`src/rtl/signed_int_to_base_digits_unit_defines.svh`:
```
// Assertion macros shared by the signed_int_to_base_digits_unit RTL.
// Every macro samples on i_clk and is disabled while i_rst_n is low.
`ifndef SIGNED_INT_TO_BASE_DIGITS_UNIT_DEFINES_SVH
`define SIGNED_INT_TO_BASE_DIGITS_UNIT_DEFINES_SVH

// Same-cycle implication.
`define SI2BD_ASSERT_IMPL(lbl, ante, cons, msg) \
    lbl: assert property (@(posedge i_clk) disable iff (!i_rst_n) (ante) |-> (cons)) \
        else $error(msg);

// Next-cycle implication.
`define SI2BD_ASSERT_NEXT(lbl, ante, cons, msg) \
    lbl: assert property (@(posedge i_clk) disable iff (!i_rst_n) (ante) |=> (cons)) \
        else $error(msg);

`endif

```
`src/rtl/si2bd_pkg.sv`:
```
// Package for the signed integer to base digits unit: widths, register
// indexes, special characters and the status structs. No dependencies.
package si2bd_pkg;

    localparam int unsigned VALUE_W       = 32;
    localparam int unsigned CHAR_W        = 8;
    localparam int unsigned LEN_W         = 5;
    localparam int unsigned CFG_W         = 64;
    localparam int unsigned CFG_IDX_W     = 2;
    localparam int unsigned CHARS_PER_REG = CFG_W / CHAR_W;

    // The divider retires this many quotient bits per cycle.
    localparam int unsigned DIV_BITS  = 8;
    localparam int unsigned DIV_CYC   = VALUE_W / DIV_BITS;
    localparam int unsigned DIV_CNT_W = $clog2(DIV_CYC);

    localparam int unsigned MAX_DIGITS   = VALUE_W;
    localparam int unsigned DIGIT_IDX_W  = $clog2(MAX_DIGITS);
    localparam int unsigned DIGIT_PTR_W  = DIGIT_IDX_W + 1;

    localparam logic [CFG_IDX_W-1:0] REG_BASE_LEN = 2'd0;
    localparam logic [CFG_IDX_W-1:0] REG_ALPHA_LO = 2'd1;
    localparam logic [CFG_IDX_W-1:0] REG_ALPHA_HI = 2'd2;

    localparam logic [CHAR_W-1:0] CH_MINUS = 8'h2D;
    localparam logic [CHAR_W-1:0] CH_PLUS  = 8'h2B;
    localparam logic [CHAR_W-1:0] CH_NUL   = 8'h00;

    localparam logic [LEN_W-1:0] MIN_BASE = 5'd2;

    typedef struct packed {
        logic done;
        logic ok;
    } t_chk_stat;

    typedef struct packed {
        logic               done;
        logic [VALUE_W-1:0] quot;
        logic [LEN_W-1:0]   rem;
    } t_div_res;

endpackage

```
`src/rtl/si2bd_div.sv`:
```
// Shared radix divider: divides a 32-bit magnitude by the radix with a
// restoring shift-subtract, DIV_BITS quotient bits per cycle. Uses si2bd_pkg.
`include "signed_int_to_base_digits_unit_defines.svh"

module si2bd_div (
    input  logic                             i_clk,
    input  logic                             i_rst_n,
    input  logic                             i_start,
    input  logic [si2bd_pkg::VALUE_W-1:0]    i_dividend,
    input  logic [si2bd_pkg::LEN_W-1:0]      i_divisor,
    output si2bd_pkg::t_div_res              o_res
);
    import si2bd_pkg::*;

    logic                 r_busy, n_busy;
    logic                 r_done, n_done;
    logic [DIV_CNT_W-1:0] r_cnt, n_cnt;
    logic [VALUE_W-1:0]   r_q, n_q;
    logic [LEN_W-1:0]     r_rem, n_rem;
    logic [LEN_W-1:0]     r_dvs, n_dvs;

    logic [VALUE_W-1:0]   s_q;
    logic [LEN_W-1:0]     s_rem;
    logic [LEN_W:0]       s_trial;

    // Dividend bits leave at the top of r_q while quotient bits enter at the
    // bottom, so once every dividend bit has been shifted out r_q holds the whole quotient.
    always_comb begin
        s_q     = r_q;
        s_rem   = r_rem;
        s_trial = '0;
        for (int s = 0; s < DIV_BITS; s++) begin
            s_trial = {s_rem, s_q[VALUE_W-1]};
            s_q     = {s_q[VALUE_W-2:0], 1'b0};
            if (s_trial >= {1'b0, r_dvs}) begin
                s_trial = s_trial - {1'b0, r_dvs};
                s_q[0]  = 1'b1;
            end
            s_rem = s_trial[LEN_W-1:0];
        end
    end

    always_comb begin
        n_busy = r_busy;
        n_done = 1'b0;
        n_cnt  = r_cnt;
        n_q    = r_q;
        n_rem  = r_rem;
        n_dvs  = r_dvs;
        if (i_start) begin
            n_busy = 1'b1;
            n_cnt  = '0;
            n_q    = i_dividend;
            n_rem  = '0;
            n_dvs  = i_divisor;
        end else if (r_busy) begin
            n_q   = s_q;
            n_rem = s_rem;
            n_cnt = r_cnt + 1'b1;
            if (r_cnt == DIV_CNT_W'(DIV_CYC - 1)) begin
                n_busy = 1'b0;
                n_done = 1'b1;
            end
        end
    end

    always_ff @(posedge i_clk) begin
        if (!i_rst_n) begin
            r_busy <= 1'b0;
            r_done <= 1'b0;
            r_cnt  <= '0;
        end else begin
            r_busy <= n_busy;
            r_done <= n_done;
            r_cnt  <= n_cnt;
        end
    end

    always_ff @(posedge i_clk) begin
        r_q   <= n_q;
        r_rem <= n_rem;
        r_dvs <= n_dvs;
    end

    assign o_res = '{done: r_done, quot: r_q, rem: r_rem};

    `SI2BD_ASSERT_IMPL(a_div_rem_range, r_done, r_rem < r_dvs, "remainder not below divisor")
    `SI2BD_ASSERT_IMPL(a_div_start_idle, i_start, !r_busy, "divider restarted while busy")
    `SI2BD_ASSERT_NEXT(a_div_finish, r_busy && (r_cnt == DIV_CNT_W'(DIV_CYC - 1)), r_done,
        "divider missed its done pulse")

endmodule

```
`src/rtl/si2bd_alpha.sv`:
```
// Alphabet store and checker: holds the radix and digit characters, scans
// the alphabet one character per cycle for validity, maps digits to text.
// Uses si2bd_pkg.
`include "signed_int_to_base_digits_unit_defines.svh"

module si2bd_alpha #(
    parameter  int unsigned MAX_BASE = 16,
    localparam int unsigned IDX_W    = $clog2(MAX_BASE)
) (
    input  logic                            i_clk,
    input  logic                            i_rst_n,
    input  logic                            i_cfg_we,
    input  logic [si2bd_pkg::CFG_IDX_W-1:0] i_cfg_idx,
    input  logic [si2bd_pkg::CFG_W-1:0]     i_cfg_data,
    input  logic                            i_chk_start,
    output si2bd_pkg::t_chk_stat            o_chk,
    output logic [si2bd_pkg::LEN_W-1:0]     o_base_len,
    input  logic [IDX_W-1:0]                i_digit,
    output logic [si2bd_pkg::CHAR_W-1:0]    o_char
);
    import si2bd_pkg::*;

    logic [LEN_W-1:0]                 r_base_len;
    logic [MAX_BASE-1:0][CHAR_W-1:0]  r_alpha;

    logic             r_scan, n_scan;
    logic [IDX_W-1:0] r_idx, n_idx;
    logic             r_done, n_done;
    logic             r_ok, n_ok;

    logic [CHAR_W-1:0] cur;
    logic              len_ok;
    logic              bad_sym;
    logic              dup;

    always_ff @(posedge i_clk) begin
        if (!i_rst_n) begin
            r_base_len <= '0;
        end else if (i_cfg_we && (i_cfg_idx == REG_BASE_LEN)) begin
            r_base_len <= i_cfg_data[LEN_W-1:0];
        end
    end

    // Only the first MAX_BASE characters can ever be part of a valid alphabet.
    always_ff @(posedge i_clk) begin
        if (!i_rst_n) begin
            r_alpha <= '0;
        end else if (i_cfg_we) begin
            for (int k = 0; k < MAX_BASE; k++) begin
                if (i_cfg_idx == ((k < CHARS_PER_REG) ? REG_ALPHA_LO : REG_ALPHA_HI)) begin
                    r_alpha[k] <= i_cfg_data[CHAR_W*(k % CHARS_PER_REG) +: CHAR_W];
                end
            end
        end
    end

    assign len_ok  = (r_base_len >= MIN_BASE) && (r_base_len <= LEN_W'(MAX_BASE));
    assign cur     = r_alpha[r_idx];
    assign bad_sym = (cur == CH_NUL) || (cur == CH_MINUS) || (cur == CH_PLUS);

    // Compare the current character against every later one in use.
    always_comb begin
        dup = 1'b0;
        for (int j = 0; j < MAX_BASE; j++) begin
            if ((LEN_W'(j) > LEN_W'(r_idx)) && (LEN_W'(j) < r_base_len)
                    && (r_alpha[j] == cur)) begin
                dup = 1'b1;
            end
        end
    end

    always_comb begin
        n_scan = r_scan;
        n_idx  = r_idx;
        n_done = 1'b0;
        n_ok   = r_ok;
        if (i_chk_start) begin
            if (len_ok) begin
                n_scan = 1'b1;
                n_idx  = '0;
            end else begin
                n_done = 1'b1;
                n_ok   = 1'b0;
            end
        end else if (r_scan) begin
            if (bad_sym || dup) begin
                n_scan = 1'b0;
                n_done = 1'b1;
                n_ok   = 1'b0;
            end else if (LEN_W'(r_idx) == (r_base_len - LEN_W'(1))) begin
                n_scan = 1'b0;
                n_done = 1'b1;
                n_ok   = 1'b1;
            end else begin
                n_idx = r_idx + 1'b1;
            end
        end
    end

    always_ff @(posedge i_clk) begin
        if (!i_rst_n) begin
            r_scan <= 1'b0;
            r_idx  <= '0;
            r_done <= 1'b0;
            r_ok   <= 1'b0;
        end else begin
            r_scan <= n_scan;
            r_idx  <= n_idx;
            r_done <= n_done;
            r_ok   <= n_ok;
        end
    end

    assign o_chk      = '{done: r_done, ok: r_ok};
    assign o_base_len = r_base_len;
    assign o_char     = r_alpha[i_digit];

    `SI2BD_ASSERT_IMPL(a_alpha_ok_len, r_done && r_ok, len_ok, "alphabet passed with bad radix")
    `SI2BD_ASSERT_IMPL(a_alpha_idx_range, r_scan, LEN_W'(r_idx) < r_base_len,
        "scan index beyond radix")
    `SI2BD_ASSERT_IMPL(a_alpha_start_idle, i_chk_start, !r_scan, "check restarted during scan")

endmodule

```
`src/rtl/signed_int_to_base_digits_unit.sv`:
```
// A word is first checked (the radix range, then the alphabet), then each digit is
// formed in the shared divider, then one character is sent per cycle; the next word
// is taken when busy drops. Outputs are registered and cannot be stalled; i_rst_n
// (synchronous) clears the radix, the alphabet and all control state.
`include "signed_int_to_base_digits_unit_defines.svh"

module signed_int_to_base_digits_unit #(
    parameter int unsigned MAX_BASE = 16
) (
    input  logic                                 i_clk,
    input  logic                                 i_rst_n,
    input  logic                                 start,
    output logic                                 busy,
    input  logic signed [si2bd_pkg::VALUE_W-1:0] i_value,
    input  logic                                 i_cfg_we,
    input  logic [si2bd_pkg::CFG_IDX_W-1:0]      i_cfg_idx,
    input  logic [si2bd_pkg::CFG_W-1:0]          i_cfg_data,
    output logic                                 o_strobe,
    output logic [si2bd_pkg::CHAR_W-1:0]         o_ch,
    output logic                                 o_last
);
    import si2bd_pkg::*;

    localparam int unsigned IDX_W = $clog2(MAX_BASE);

    typedef enum logic [3:0] {
        S_IDLE  = 4'b0001,
        S_CHECK = 4'b0010,
        S_DIV   = 4'b0100,
        S_EMIT  = 4'b1000
    } t_state;

    t_state              r_state, n_state;
    logic                r_neg, n_neg;
    logic [VALUE_W-1:0]  r_mag, n_mag;
    logic [DIGIT_PTR_W-1:0] r_nd, n_nd;
    logic [IDX_W-1:0]    r_digits [MAX_DIGITS];
    logic [IDX_W-1:0]    r_top_digit;
    logic                r_strobe, n_strobe;
    logic [CHAR_W-1:0]   r_ch, n_ch;
    logic                r_last, n_last;

    logic                accept;
    logic                push;
    logic                div_start;
    logic [VALUE_W-1:0]  div_dividend;
    logic [VALUE_W-1:0]  value_u;
    logic [DIGIT_PTR_W-1:0] rd_ptr;
    logic [DIGIT_PTR_W-1:0] top_ptr;
    logic [IDX_W-1:0]    rd_digit;
    logic [CHAR_W-1:0]   digit_char;
    logic [LEN_W-1:0]    base_len;
    t_chk_stat           chk;
    t_div_res            div;

    assign accept   = start && (r_state == S_IDLE);
    assign busy     = (r_state != S_IDLE);
    assign value_u  = i_value;
    assign rd_ptr   = r_nd - DIGIT_PTR_W'(1);
    assign top_ptr  = n_nd - DIGIT_PTR_W'(1);
    assign rd_digit = r_top_digit;

    si2bd_alpha #(
        .MAX_BASE (MAX_BASE)
    ) u_alpha (
        .i_clk       (i_clk),
        .i_rst_n     (i_rst_n),
        .i_cfg_we    (i_cfg_we),
        .i_cfg_idx   (i_cfg_idx),
        .i_cfg_data  (i_cfg_data),
        .i_chk_start (accept),
        .o_chk       (chk),
        .o_base_len  (base_len),
        .i_digit     (rd_digit),
        .o_char      (digit_char)
    );

    si2bd_div u_div (
        .i_clk      (i_clk),
        .i_rst_n    (i_rst_n),
        .i_start    (div_start),
        .i_dividend (div_dividend),
        .i_divisor  (base_len),
        .o_res      (div)
    );

    // Digits come out of the divider least significant first; they are
    // stacked and sent back out in reverse order.
    always_comb begin
        n_state      = r_state;
        n_neg        = r_neg;
        n_mag        = r_mag;
        n_nd         = r_nd;
        n_strobe     = 1'b0;
        n_ch         = r_ch;
        n_last       = 1'b0;
        push         = 1'b0;
        div_start    = 1'b0;
        div_dividend = r_mag;
        case (r_state)
            S_IDLE: begin
                if (accept) begin
                    n_neg   = value_u[VALUE_W-1];
                    n_mag   = value_u[VALUE_W-1] ? (~value_u + VALUE_W'(1)) : value_u;
                    n_nd    = '0;
                    n_state = S_CHECK;
                end
            end
            S_CHECK: begin
                if (chk.done) begin
                    if (r_neg) begin
                        n_strobe = 1'b1;
                        n_ch     = CH_MINUS;
                        n_last   = !chk.ok;
                    end
                    if (chk.ok) begin
                        div_start = 1'b1;
                        n_state   = S_DIV;
                    end else begin
                        n_state = S_IDLE;
                    end
                end
            end
            S_DIV: begin
                if (div.done) begin
                    push = 1'b1;
                    n_nd = r_nd + DIGIT_PTR_W'(1);
                    if ((div.quot == '0) || (r_nd == DIGIT_PTR_W'(MAX_DIGITS - 1))) begin
                        n_state = S_EMIT;
                    end else begin
                        div_start    = 1'b1;
                        div_dividend = div.quot;
                    end
                end
            end
            S_EMIT: begin
                n_strobe = 1'b1;
                n_ch     = digit_char;
                n_last   = (r_nd == DIGIT_PTR_W'(1));
                n_nd     = rd_ptr;
                if (r_nd == DIGIT_PTR_W'(1)) begin
                    n_state = S_IDLE;
                end
            end
            default: begin
                n_state = S_IDLE;
            end
        endcase
    end

    always_ff @(posedge i_clk) begin
        if (!i_rst_n) begin
            r_state  <= S_IDLE;
            r_nd     <= '0;
            r_strobe <= 1'b0;
            r_last   <= 1'b0;
        end else begin
            r_state  <= n_state;
            r_nd     <= n_nd;
            r_strobe <= n_strobe;
            r_last   <= n_last;
        end
    end

    // The top of the stack is read ahead into a register, from the next stack depth; a push
    // goes straight into the top register as well.
    always_ff @(posedge i_clk) begin
        r_neg <= n_neg;
        r_mag <= n_mag;
        r_ch  <= n_ch;
        if (push) begin
            r_digits[r_nd[DIGIT_IDX_W-1:0]] <= div.rem[IDX_W-1:0];
            r_top_digit                     <= div.rem[IDX_W-1:0];
        end else begin
            r_top_digit <= r_digits[top_ptr[DIGIT_IDX_W-1:0]];
        end
    end

    assign o_strobe = r_strobe;
    assign o_ch     = r_ch;
    assign o_last   = r_last;

    `SI2BD_ASSERT_IMPL(a_top_last_strobe, o_last, o_strobe, "last flag without a word")
    `SI2BD_ASSERT_NEXT(a_top_accept_busy, start && !busy, busy, "accepted word did not go busy")
    `SI2BD_ASSERT_IMPL(a_top_emit_nonempty, r_state == S_EMIT, r_nd != '0,
        "emit phase with an empty digit stack")
    `SI2BD_ASSERT_IMPL(a_top_idle_word_last, o_strobe && !busy, o_last,
        "word shown while idle is not the last one")

endmodule
```
`config.mk`:
```
export PLATFORM = sky130hd
export DESIGN_NAME = signed_int_to_base_digits_unit
export DESIGN_NICKNAME = d
export VERILOG_FILES = /design/src/rtl/si2bd_pkg.sv /design/src/rtl/si2bd_div.sv /design/src/rtl/si2bd_alpha.sv /design/src/rtl/signed_int_to_base_digits_unit.sv
export VERILOG_INCLUDE_DIRS = /design/src /design/src/rtl
export SDC_FILE = /design/constraint.sdc
export NUM_CORES = 1
export LEC_CHECK = 0
export BUFFER_PORTS_ARGS = -buffer_cell sky130_fd_sc_hd__buf_2
export CORE_MARGIN = 8
export CORE_UTILIZATION = 56
export CTS_CLUSTER_DIAMETER = 60
export DETAILED_ROUTE_END_ITERATION = 8
export PLACE_DENSITY = 0.74
export SLEW_MARGIN = 20
export SYNTH_ARGS = -nofsm -noshare
export SYNTH_HDL_FRONTEND = slang
export SYNTH_SLANG_ARGS = --single-unit
export TNS_END_PERCENT = 10
```
`constraint.sdc`:
```
create_clock -name i_clk -period 23.1 [get_ports i_clk]
set_input_delay 1.155 -clock i_clk [delete_from_list [all_inputs] [get_ports i_clk]]
set_output_delay 1.155 -clock i_clk [all_outputs]
set_load 0.1 [all_outputs]
```
==> summary.md, run 1 <==
| Metric | Value |
|---|---|
| Clock buffer depth | 3 |
| Post-route setup TNS | 0 ns |
| Async S/R FF share, synth | 0% |
| Setup repair after global routing missed its margin | no |
| DP Wirelength | roughly 40 mm |
| Antenna violations before repair | 4 |
| Via count of the first global-routing pass | 16000 |
| Post-synthesis instance total | approximately 2100 |
| Area contributors post-synth | sky130_fd_sc_hd__edfxtp_1 29%, sky130_fd_sc_hd__dfxtp_1 16%, sky130_fd_sc_hd__mux4_2 8.8%, sky130_fd_sc_hd__nand2_1 7.4%, sky130_fd_sc_hd__a21boi_0 4.8% |
| Overall via count from detail_route | about 16000 |
| Filler instances | ~3100 |
| Class of the most critical hold timing path | reg -> reg |
| Net count of the mapped netlist | about 2200 |
| Number of buffers added for setup after CTS | 0 |
| Number of distinct library cells after synthesis | between 80 and 90 |
| Clock insertion delay at the later pin of the skew report | 0.57 ns |
| Tot GR Track Use | 25.8% |
| Total die area | ~45000 um^2 |
| Worst setup path start | u_div.r_dvs[1] |
| Type of the worst setup path | reg -> reg |
| Routed wire length per instance | 22.0 um |
| Number of DRC markers in iteration 0 | approximately 1400 |
| Worst-case reg-to-reg path depth | 71 |
| CP dominant cell by count | sky130_fd_sc_hd__a21oi_1 |
| Via-per-instance ratio | 6.11 |
| Row cnt | 71 |
| Slew Viols, Final | 0 |
| Number of warnings reported in the yosys synthesis log | 0 |
| Worst path required time | 23.56 ns |
| Library cell occupying the most area in the post-synthesis netlist | sky130_fd_sc_hd__edfxtp_1 |
| Arrival time worst endpoint | ~17 ns |
| IO buf count | approximately 110 |
| Clock tree from TritonCTS | done |
| DRC | 0 |
| Post-cts repair resize count | 0 |
| Layout cells sized above 1 | roughly 16% |
| Wire length of the first global-routing pass | 90.4 mm |
| Library cell used as clock root buffer | sky130_fd_sc_hd__clkbuf_16 |
| Number of levels the H-tree was split into | 2 |
| Number of buffers inserted during clock tree synthesis | between 40 and 50 |
| Antenna-violating nets left | 0 |
| Sort of element at the end of the critical path | flip-flop |
| Total overflow reported by the global router | 0 |
| Max-cap violation count | 0 |
| Setup slack on the worst flop-to-flop path | between 6 and 7 ns |
| Total of hold buffers inserted after clock tree synthesis | 0 |
| Worst Clk Skew | ~0.022 ns |
| Average footprint of a synthesized cell | 10.4 um^2 |
| Area of the core region | 37700 um^2 |
| Critical register-to-register path startpoint | u_div.r_dvs[1] |
| Final setup violation count | 0 |
| Total clock sinks | between 300 and 400 |
| Overall die height | around 210 um |
| Final net count | 2267 |
| Critical path destination | u_div.r_rem[1] |
| Register bit count reported by yosys | ~370 |
| Final WL | about 58 mm |
| Leading register cell type out of synthesis | sky130_fd_sc_hd__edfxtp_1 |
| Outcome | complete, no violations |
| Number of enable-type register cells in the synthesized netlist | slightly above 200 |
| Chip Width | approximately 210 um |
| Worst slew margin relative to its limit | between 40% and 50% |
| Final Hold Vio Count | 0 |
| Top fanout value on the critical path | 12 |
| Standard cell with the maximum stage delay on the critical path | sky130_fd_sc_hd__edfxtp_1 |
| Maximum frequency from static timing analysis | 0.0590 GHz |
| Fin crit period | 16.95 ns |
| Fraction of post-synthesis cell area in the top cell type by area | between 20% and 30% |
| Type of element launching the critical path | flip-flop |
| Worst slew pin tran | 0.812 ns |
| Pin count of the biggest net entering global routing | slightly above 80 |
| Critical R2R Capture | u_div.r_rem[1] |
| Detailed Routing Iterations Pass 1 | 5 |
| Final GP Congestion | approximately 0.95 |
| Critical path's largest stage delay | around 0.74 ns |
| Starting density of the core | between 50% and 60% |
| Portion of the clock cycle consumed by the worst path in the final layout | ~73% |
| Layout Area Growth over Synthesis | 10.3% |
| CTS clock-pin slew for the worst setup and hold paths | 0.06 ns |
| Num ports | 113 |
| Mapped cell area | 21400 um^2 |
| Fraction of the yosys area taken by sequential cells | 44.4% |
## through the flow
| step | worst slack [ns] | std cells | util [%] | area, um^2 | hold WS, ns |
|---|---|---|---|---|---|
| 4_1_cts | 6.24 | 2646 | 62.6 | 23600 | 0.492 |
| 6_report | 6.15 | 2648 | 62.7 | 23600 | 0.496 |
| 3_5_place_dp | 6.29 | 2572 | 59.0 | 22200 | 0.483 |
| 2_1_floorplan | 8.72 | 2053 | - | 21400 | 0.406 |
| 5_1_grt | 4.92 | 2648 | 62.7 | 23600 | 0.523 |
| 3_3_place_gp | 6.68 | 2572 | 59.0 | 22200 | 0.471 |
## worst min-delay path by stage
stage | startpoint | end | slack (ns) | cells after the start
2_1_floorplan | u_alpha.o_base_len[1] | u_div.r_dvs[1] | 0.41 | 0
3_3_place_gp | u_alpha.r_alpha[0] | u_alpha.r_alpha[0] | 0.47 | 2
6_report | u_alpha.r_scan | u_alpha.r_scan | 0.50 | 2
5_1_grt | u_alpha.r_alpha[2] | u_alpha.r_alpha[2] | 0.52 | 2
4_1_cts | u_alpha.r_scan | u_alpha.r_scan | 0.49 | 2
3_5_place_dp | u_alpha.r_scan | u_alpha.r_scan | 0.48 | 2
## sequential cells by signal (all words and copies together) (netlist names), named ones only
signal,cells
r_digits,128
u_alpha.r_alpha,128
r_mag,32
u_div.r_q,32
o_ch,8
r_nd,6
u_alpha.o_base_len,5
u_div.r_dvs,5
u_div.r_rem,5
r_state,4
u_alpha.r_idx,4
u_div.r_cnt,2
o_last,1
o_strobe,1
r_neg,1
u_alpha.r_done,1
u_alpha.r_ok,1
u_alpha.r_scan,1
u_div.r_busy,1
u_div.r_done,1
## layout make-up
type / instances / area [um^2] / area share (%)
Antenna cell: 2 / 5.00 / 0.0212
Clock buffer: 53 / 1120 / 4.76
Clock inverter: 21 / 235 / 0.997
Inverter: 49 / 184 / 0.779
Multi-Input combinational cell: 1507 / 11200 / 47.4
Sequential cell: 372 / 9510 / 40.3
Tap cell: 511 / 639 / 2.71
Timing Repair Buffer: 133 / 721 / 3.05
## worst max-delay path, delay by kind of cell, from the launching register on
kind            cells  cell delay (ns)
mux                 4             1.34
buf+inv             5             0.84
flops               1             0.74
compound gates     36             8.41
simple gates       18             2.51
fa+ha+maj           8             3.01
## cells by family after synthesis
| family | count (synthesis) | synth area share (%) |
|---|---|---|
| AO/OA/AOI/OAI | 391 | 13.0 |
| XOR/XNOR | 179 | 7.33 |
| adder cells (fa/ha/maj) | 61 | 3.85 |
| buffers and inverters | 174 | 3.54 |
| flip-flops | 372 | 44.4 |
| multiplexers | 166 | 12.8 |
| AND/OR/NAND/NOR | 710 | 15.1 |
## cell usage after synthesis, types with 52 or more instances
cell                       instances
sky130_fd_sc_hd__ha_1             53
sky130_fd_sc_hd__clkbuf_1         81
sky130_fd_sc_hd__nor2_1           73
sky130_fd_sc_hd__o21ai_0          61
sky130_fd_sc_hd__mux4_2           84
sky130_fd_sc_hd__a21oi_1          52
sky130_fd_sc_hd__a21boi_0        137
sky130_fd_sc_hd__dfxtp_1         166
sky130_fd_sc_hd__xnor2_1         114
sky130_fd_sc_hd__xor2_1           65
sky130_fd_sc_hd__edfxtp_1        206
sky130_fd_sc_hd__nand2_1         424
sky130_fd_sc_hd__mux2i_1          70
## cells in the final DEF, fill, tap and decap left out, types with 47 or more instances in the layout
cell type,instances
sky130_fd_sc_hd__a21boi_0,137
sky130_fd_sc_hd__a21oi_1,52
sky130_fd_sc_hd__buf_2,111
sky130_fd_sc_hd__dfxtp_1,163
sky130_fd_sc_hd__edfxtp_1,206
sky130_fd_sc_hd__ha_1,53
sky130_fd_sc_hd__inv_1,47
sky130_fd_sc_hd__mux2i_1,68
sky130_fd_sc_hd__mux4_2,84
sky130_fd_sc_hd__nand2_1,424
sky130_fd_sc_hd__nor2_1,72
sky130_fd_sc_hd__o21ai_0,61
sky130_fd_sc_hd__xnor2_1,114
sky130_fd_sc_hd__xor2_1,65
## layer usage
metal	up-vias	track usage (%)	share of wire, %
met5	-	1.11	0.14
met4	4	10.4	3.4
li1	7519	-	-
met1	7886	34.4	43
met2	644	40.5	46
met3	121	5.55	7.5
Power of run 1 is not shown: default switching activity piles up to over one toggle a cycle in this logic, so the estimate is an artifact.
==> run 2: changes to the inputs <==
--- a/config.mk
+++ b/config.mk
@@ -6,12 +6,13 @@
 export SDC_FILE = /design/constraint.sdc
 export NUM_CORES = 1
 export LEC_CHECK = 0
+export ABC_AREA = 1
 export BUFFER_PORTS_ARGS = -buffer_cell sky130_fd_sc_hd__buf_2
 export CORE_MARGIN = 8
 export CORE_UTILIZATION = 56
 export CTS_CLUSTER_DIAMETER = 60
 export DETAILED_ROUTE_END_ITERATION = 8
-export PLACE_DENSITY = 0.74
+export PLACE_DENSITY = 0.77
 export SLEW_MARGIN = 20
 export SYNTH_ARGS = -nofsm -noshare
 export SYNTH_HDL_FRONTEND = slang
==> constraint.sdc (replaced) <==
create_clock -name i_clk -period 13.9 [get_ports i_clk]
set_input_delay 0.695 -clock i_clk [delete_from_list [all_inputs] [get_ports i_clk]]
set_output_delay 0.695 -clock i_clk [all_outputs]
set_load 0.1 [all_outputs]
==> run 2 against run 1 <==
Non-clock buffer count rose by 2. Die area fell by 0.29%. Register-to-register slack got worse by 4.5 ns. Critical path type unchanged. Maximum frequency rose by 39%. Critical path depth fell by 4.
==> summary.md, run 2 <==
| Metric | Value |
|---|---|
| Outcome | complete, no violations |
| Number of warnings reported in the yosys synthesis log | 0 (unchanged) |
| Number of placed cells counting well taps | 3241 (+26%) |
| Max-cap violation count | 0 (unchanged) |
| Standard cell with the maximum stage delay on the critical path | sky130_fd_sc_hd__edfxtp_1 |
| Post-Place Setup Slack | 1.79 ns (-4.50 ns) |
| Wire length of the first global-routing pass | 106 mm (+17%) |
| Power density cells | ~190 nW/um^2 |
| Total overflow reported by the global router | 0 (unchanged) |
| Number of distinct library cells after synthesis | 47 (-45%) |
| Worst Clk Skew | 0.0255 ns (+0.00315 ns) |
| Total die area | 44600 um^2 (-0.29%) |
| Cell Count, Final, Fillers Out | 3323 (+25%) |
| Worst path required time | 14.21 ns (-9.35 ns) |
| Class of the most critical hold timing path | in -> reg |
| Comb power frac | around 45% |
| Switching part of the total power | 40.1% |
| Tot GR Track Use | 30.1% (+4.3 points) |
| DP Wirelength | 48.0 mm (+17%) |
| Type of element launching the critical path | flip-flop |
| Leakage power | ~9.7 nW |
| Net count of the mapped netlist | 2897 (+31%) |
| Maximum frequency from static timing analysis | 0.0819 GHz (+39%) |
| Overall die height | 211 um (-0.14%) |
| Clock buffer depth | 3 (unchanged) |
| Register bit count reported by yosys | 372 (unchanged) |
| Starting density of the core | 56.8% (about the same) |
| Top library cells by usage in the layout, fill and taps aside | 517 x sky130_fd_sc_hd__nand2_1, 343 x sky130_fd_sc_hd__o21ai_0, 272 x sky130_fd_sc_hd__a21oi_1 |
| Top fanout value on the critical path | 10 (-2) |
| Clock tree from TritonCTS | done |
| Type of the worst setup path | reg -> reg |
| Area of the core region | 37600 um^2 (-0.24%) |
| Number of levels the H-tree was split into | 2 (unchanged) |
| Layout Area Growth over Synthesis | 11.1% |
| Worst slew pin tran | 1.13 ns (+0.321 ns) |
| Mapped cell area | 21300 um^2 (-0.31%) |
| Pin count of the biggest net entering global routing | 78 (-4.9%) |
| Via-per-instance ratio | 6.03 (-1.2%) |
| Met3 Use GR | 8.47% (+2.9 points) |
| Number of enable-type register cells in the synthesized netlist | 206 (unchanged) |
| Power spent charging and discharging nets | roughly 1.8 mW |
| Fraction of the yosys area taken by sequential cells | 44.6% (+0.14 points) |
| Least setup slack across all paths after layout | 1.68 ns (-4.46 ns) |
| Layout cells sized above 1 | 9.40% (-6.4 points) |
| Library cell occupying the most area in the post-synthesis netlist | sky130_fd_sc_hd__edfxtp_1 |
| Leading register cell type out of synthesis | sky130_fd_sc_hd__edfxtp_1 |
| IO buf count | 112 (unchanged) |
| Total of hold buffers inserted after clock tree synthesis | 0 (unchanged) |
| Power share of the sequential group | 27.8% |
| Fin crit period | 12.22 ns (-4.74 ns) |
| Antenna-violating nets left | 0 (unchanged) |
| Number of buffers inserted during clock tree synthesis | 43 (+4.9%) |
| Row cnt | 71 (unchanged) |
| Utilization after layout | 63.1% (+0.43 points) |
| Area contributors post-synth | sky130_fd_sc_hd__edfxtp_1 29%, sky130_fd_sc_hd__dfxtp_1 16%, sky130_fd_sc_hd__nand2_1 9.1%, sky130_fd_sc_hd__o21ai_0 8.0%, sky130_fd_sc_hd__a21oi_1 6.4% |
| CP dominant cell by count | sky130_fd_sc_hd__nand2_1 |
| Fraction of post-synthesis cell area in the top cell type by area | 29.0% (+0.090 points) |
| Sort of element at the end of the critical path | flip-flop |
| Final net count | 2938 (+30%) |
| Final Hold Vio Count | 0 (unchanged) |
| Final GP Congestion | 0.997 (+4.6%) |
| Number of buffers added for setup after CTS | 0 (unchanged) |
| Via count of the first global-routing pass | 19000 (+19%) |
| Fin Hold WS | 0.336 ns (-0.160 ns) |
| Library cell used as clock root buffer | sky130_fd_sc_hd__clkbuf_16 |
| Fraction of met2 tracks used by global routing | 45.6% (+5.0 points) |
| Clock insertion delay at the later pin of the skew report | 0.59 ns (+0.02 ns) |
| Most frequently used cell type in the post-synthesis netlist | sky130_fd_sc_hd__nand2_1 |
| Slew Viols, Final | 0 (unchanged) |
| Setup repair after global routing missed its margin | no |
| Chip Width | 211 um (-0.14%) |
| Category of cells accounting for the largest share of critical-path delay | compound AO/OA/AOI/OAI gates |
| Post-cts repair resize count | 0 (unchanged) |
| CTS clock-pin slew for the worst setup and hold paths | 0.06 ns (about the same) |
| Average footprint of a synthesized cell | 7.80 um^2 (-25%) |
| Overall via count from detail_route | 20100 (+24%) |
| Internal cell power | around 2.7 mW |
| Detailed Routing Iterations Pass 1 | 7 (+2) |
| Final setup violation count | 0 (unchanged) |
| Num ports | 113 (unchanged) |
| Total clock sinks | 372 (unchanged) |
| Routing layer with the top usage in global route | met2 |
| Antenna violations before repair | 2 (-2) |
| Global Route met1 Usage | 40.6% (+6.2 points) |
| Critical path's largest stage delay | 0.67 ns (-0.07 ns) |
| Routed wire length per instance | 20.6 um (-6.2%) |
| Arrival time worst endpoint | 12.52 ns (-4.90 ns) |
| Worst slew margin relative to its limit | 24.5% (-21 points) |
| VDD IR max | 0.282 mV |
| Top cell types by occurrence after synthesis | 518 x sky130_fd_sc_hd__nand2_1, 343 x sky130_fd_sc_hd__o21ai_0, 272 x sky130_fd_sc_hd__a21oi_1, 264 x sky130_fd_sc_hd__nor2_1, 254 x sky130_fd_sc_hd__inv_1 |
| Post-synthesis instance total | 2734 (+33%) |
| Post-route setup TNS | 0 ns (unchanged) |
| Number of buffers and inverters on the critical path | 12 (+7) |
| Proportion of power drawn by the clock network | 27.7% |
| Number of DRC markers in iteration 0 | 2426 (+70%) |
| Most common library cell in the layout ignoring fill and taps | sky130_fd_sc_hd__nand2_1 |
| Portion of the clock cycle consumed by the worst path in the final layout | 87.9% (+14 points) |
| DRC | 0 (unchanged) |
| Async S/R FF share, synth | 0% (unchanged) |
| Final WL | 68.4 mm (+18%) |
-- run 2: cell count changes after synthesis, moves of 70 or more --
cell and delta:
sky130_fd_sc_hd__a21boi_0 -137, sky130_fd_sc_hd__inv_1 +207, sky130_fd_sc_hd__xnor2_1 -89, sky130_fd_sc_hd__nor2_1 +191, sky130_fd_sc_hd__mux4_2 -84, sky130_fd_sc_hd__nand3_1 +114
sky130_fd_sc_hd__nand2_1 +94, sky130_fd_sc_hd__mux2i_1 -70, sky130_fd_sc_hd__a21oi_1 +220, sky130_fd_sc_hd__o21ai_0 +282
-- run 2: metal layers --
metal	vias to the layer above	routed length [um]	part of all wire, %
met5	-	65	0.095
met4	2	2140	3.1
met3	163	7690	11
met2	1070	30000	44
met1	9387	28500	42
li1	9432	-	-
-- run 2: power by group through the flow --
stage	sequential [mW]	clock [mW]	combinational (mW)
floorplan	1.25	0	1.56
detailed placement	1.26	0	1.95
CTS	1.24	1.24	1.96
finish	1.24	1.23	1.98
global route	1.24	1.28	2.25
global placement	1.26	0	1.93
-- run 2: cell type report --
class	count	area (um^2)
clock buffer	54	1160
timing repair buffer	135	736
inverter	268	1010
antenna	2	5.00
sequential	372	9510
multi-input combinational	1955	10300
fill	3292	13900
clock inverter	26	380
tap	511	639
-- run 2: kinds of logic after synthesis --
| kind of cell | count (synthesis) | synth area share (%) |
|---|---|---|
| AND/OR/NAND/NOR | 1049 | 21.3 |
| adder cells (fa/ha/maj) | 61 | 3.86 |
| XOR/XNOR | 92 | 3.78 |
| buffers and inverters | 407 | 7.39 |
| AO/OA/AOI/OAI | 753 | 19.1 |
| flip-flops | 372 | 44.6 |
-- run 2: path summary, 6_finish.rpt --
kind / from / end / slack, ns / depth (start not counted)
worst max-delay path: u_div.r_dvs[1] / u_div.r_q[0] / 1.68 / 67
worst min-delay path: i_value[0] / r_mag[0] / 0.34 / 1
worst max register to register: u_div.r_dvs[1] / u_div.r_q[0] / 1.68 / 67
worst min register to register: u_alpha.r_alpha[3] / u_alpha.r_alpha[3] / 0.47 / 2
-- run 2: metrics by stage --
stage | power, mW | instance area [um^2]
floorplan | 2.81 | 21300
global placement | 3.19 | 22200
detailed placement | 3.21 | 22200
CTS | 4.44 | 23700
global route | 4.76 | 23700
finish | 4.44 | 23700
Power figures use the tool's default switching activity.
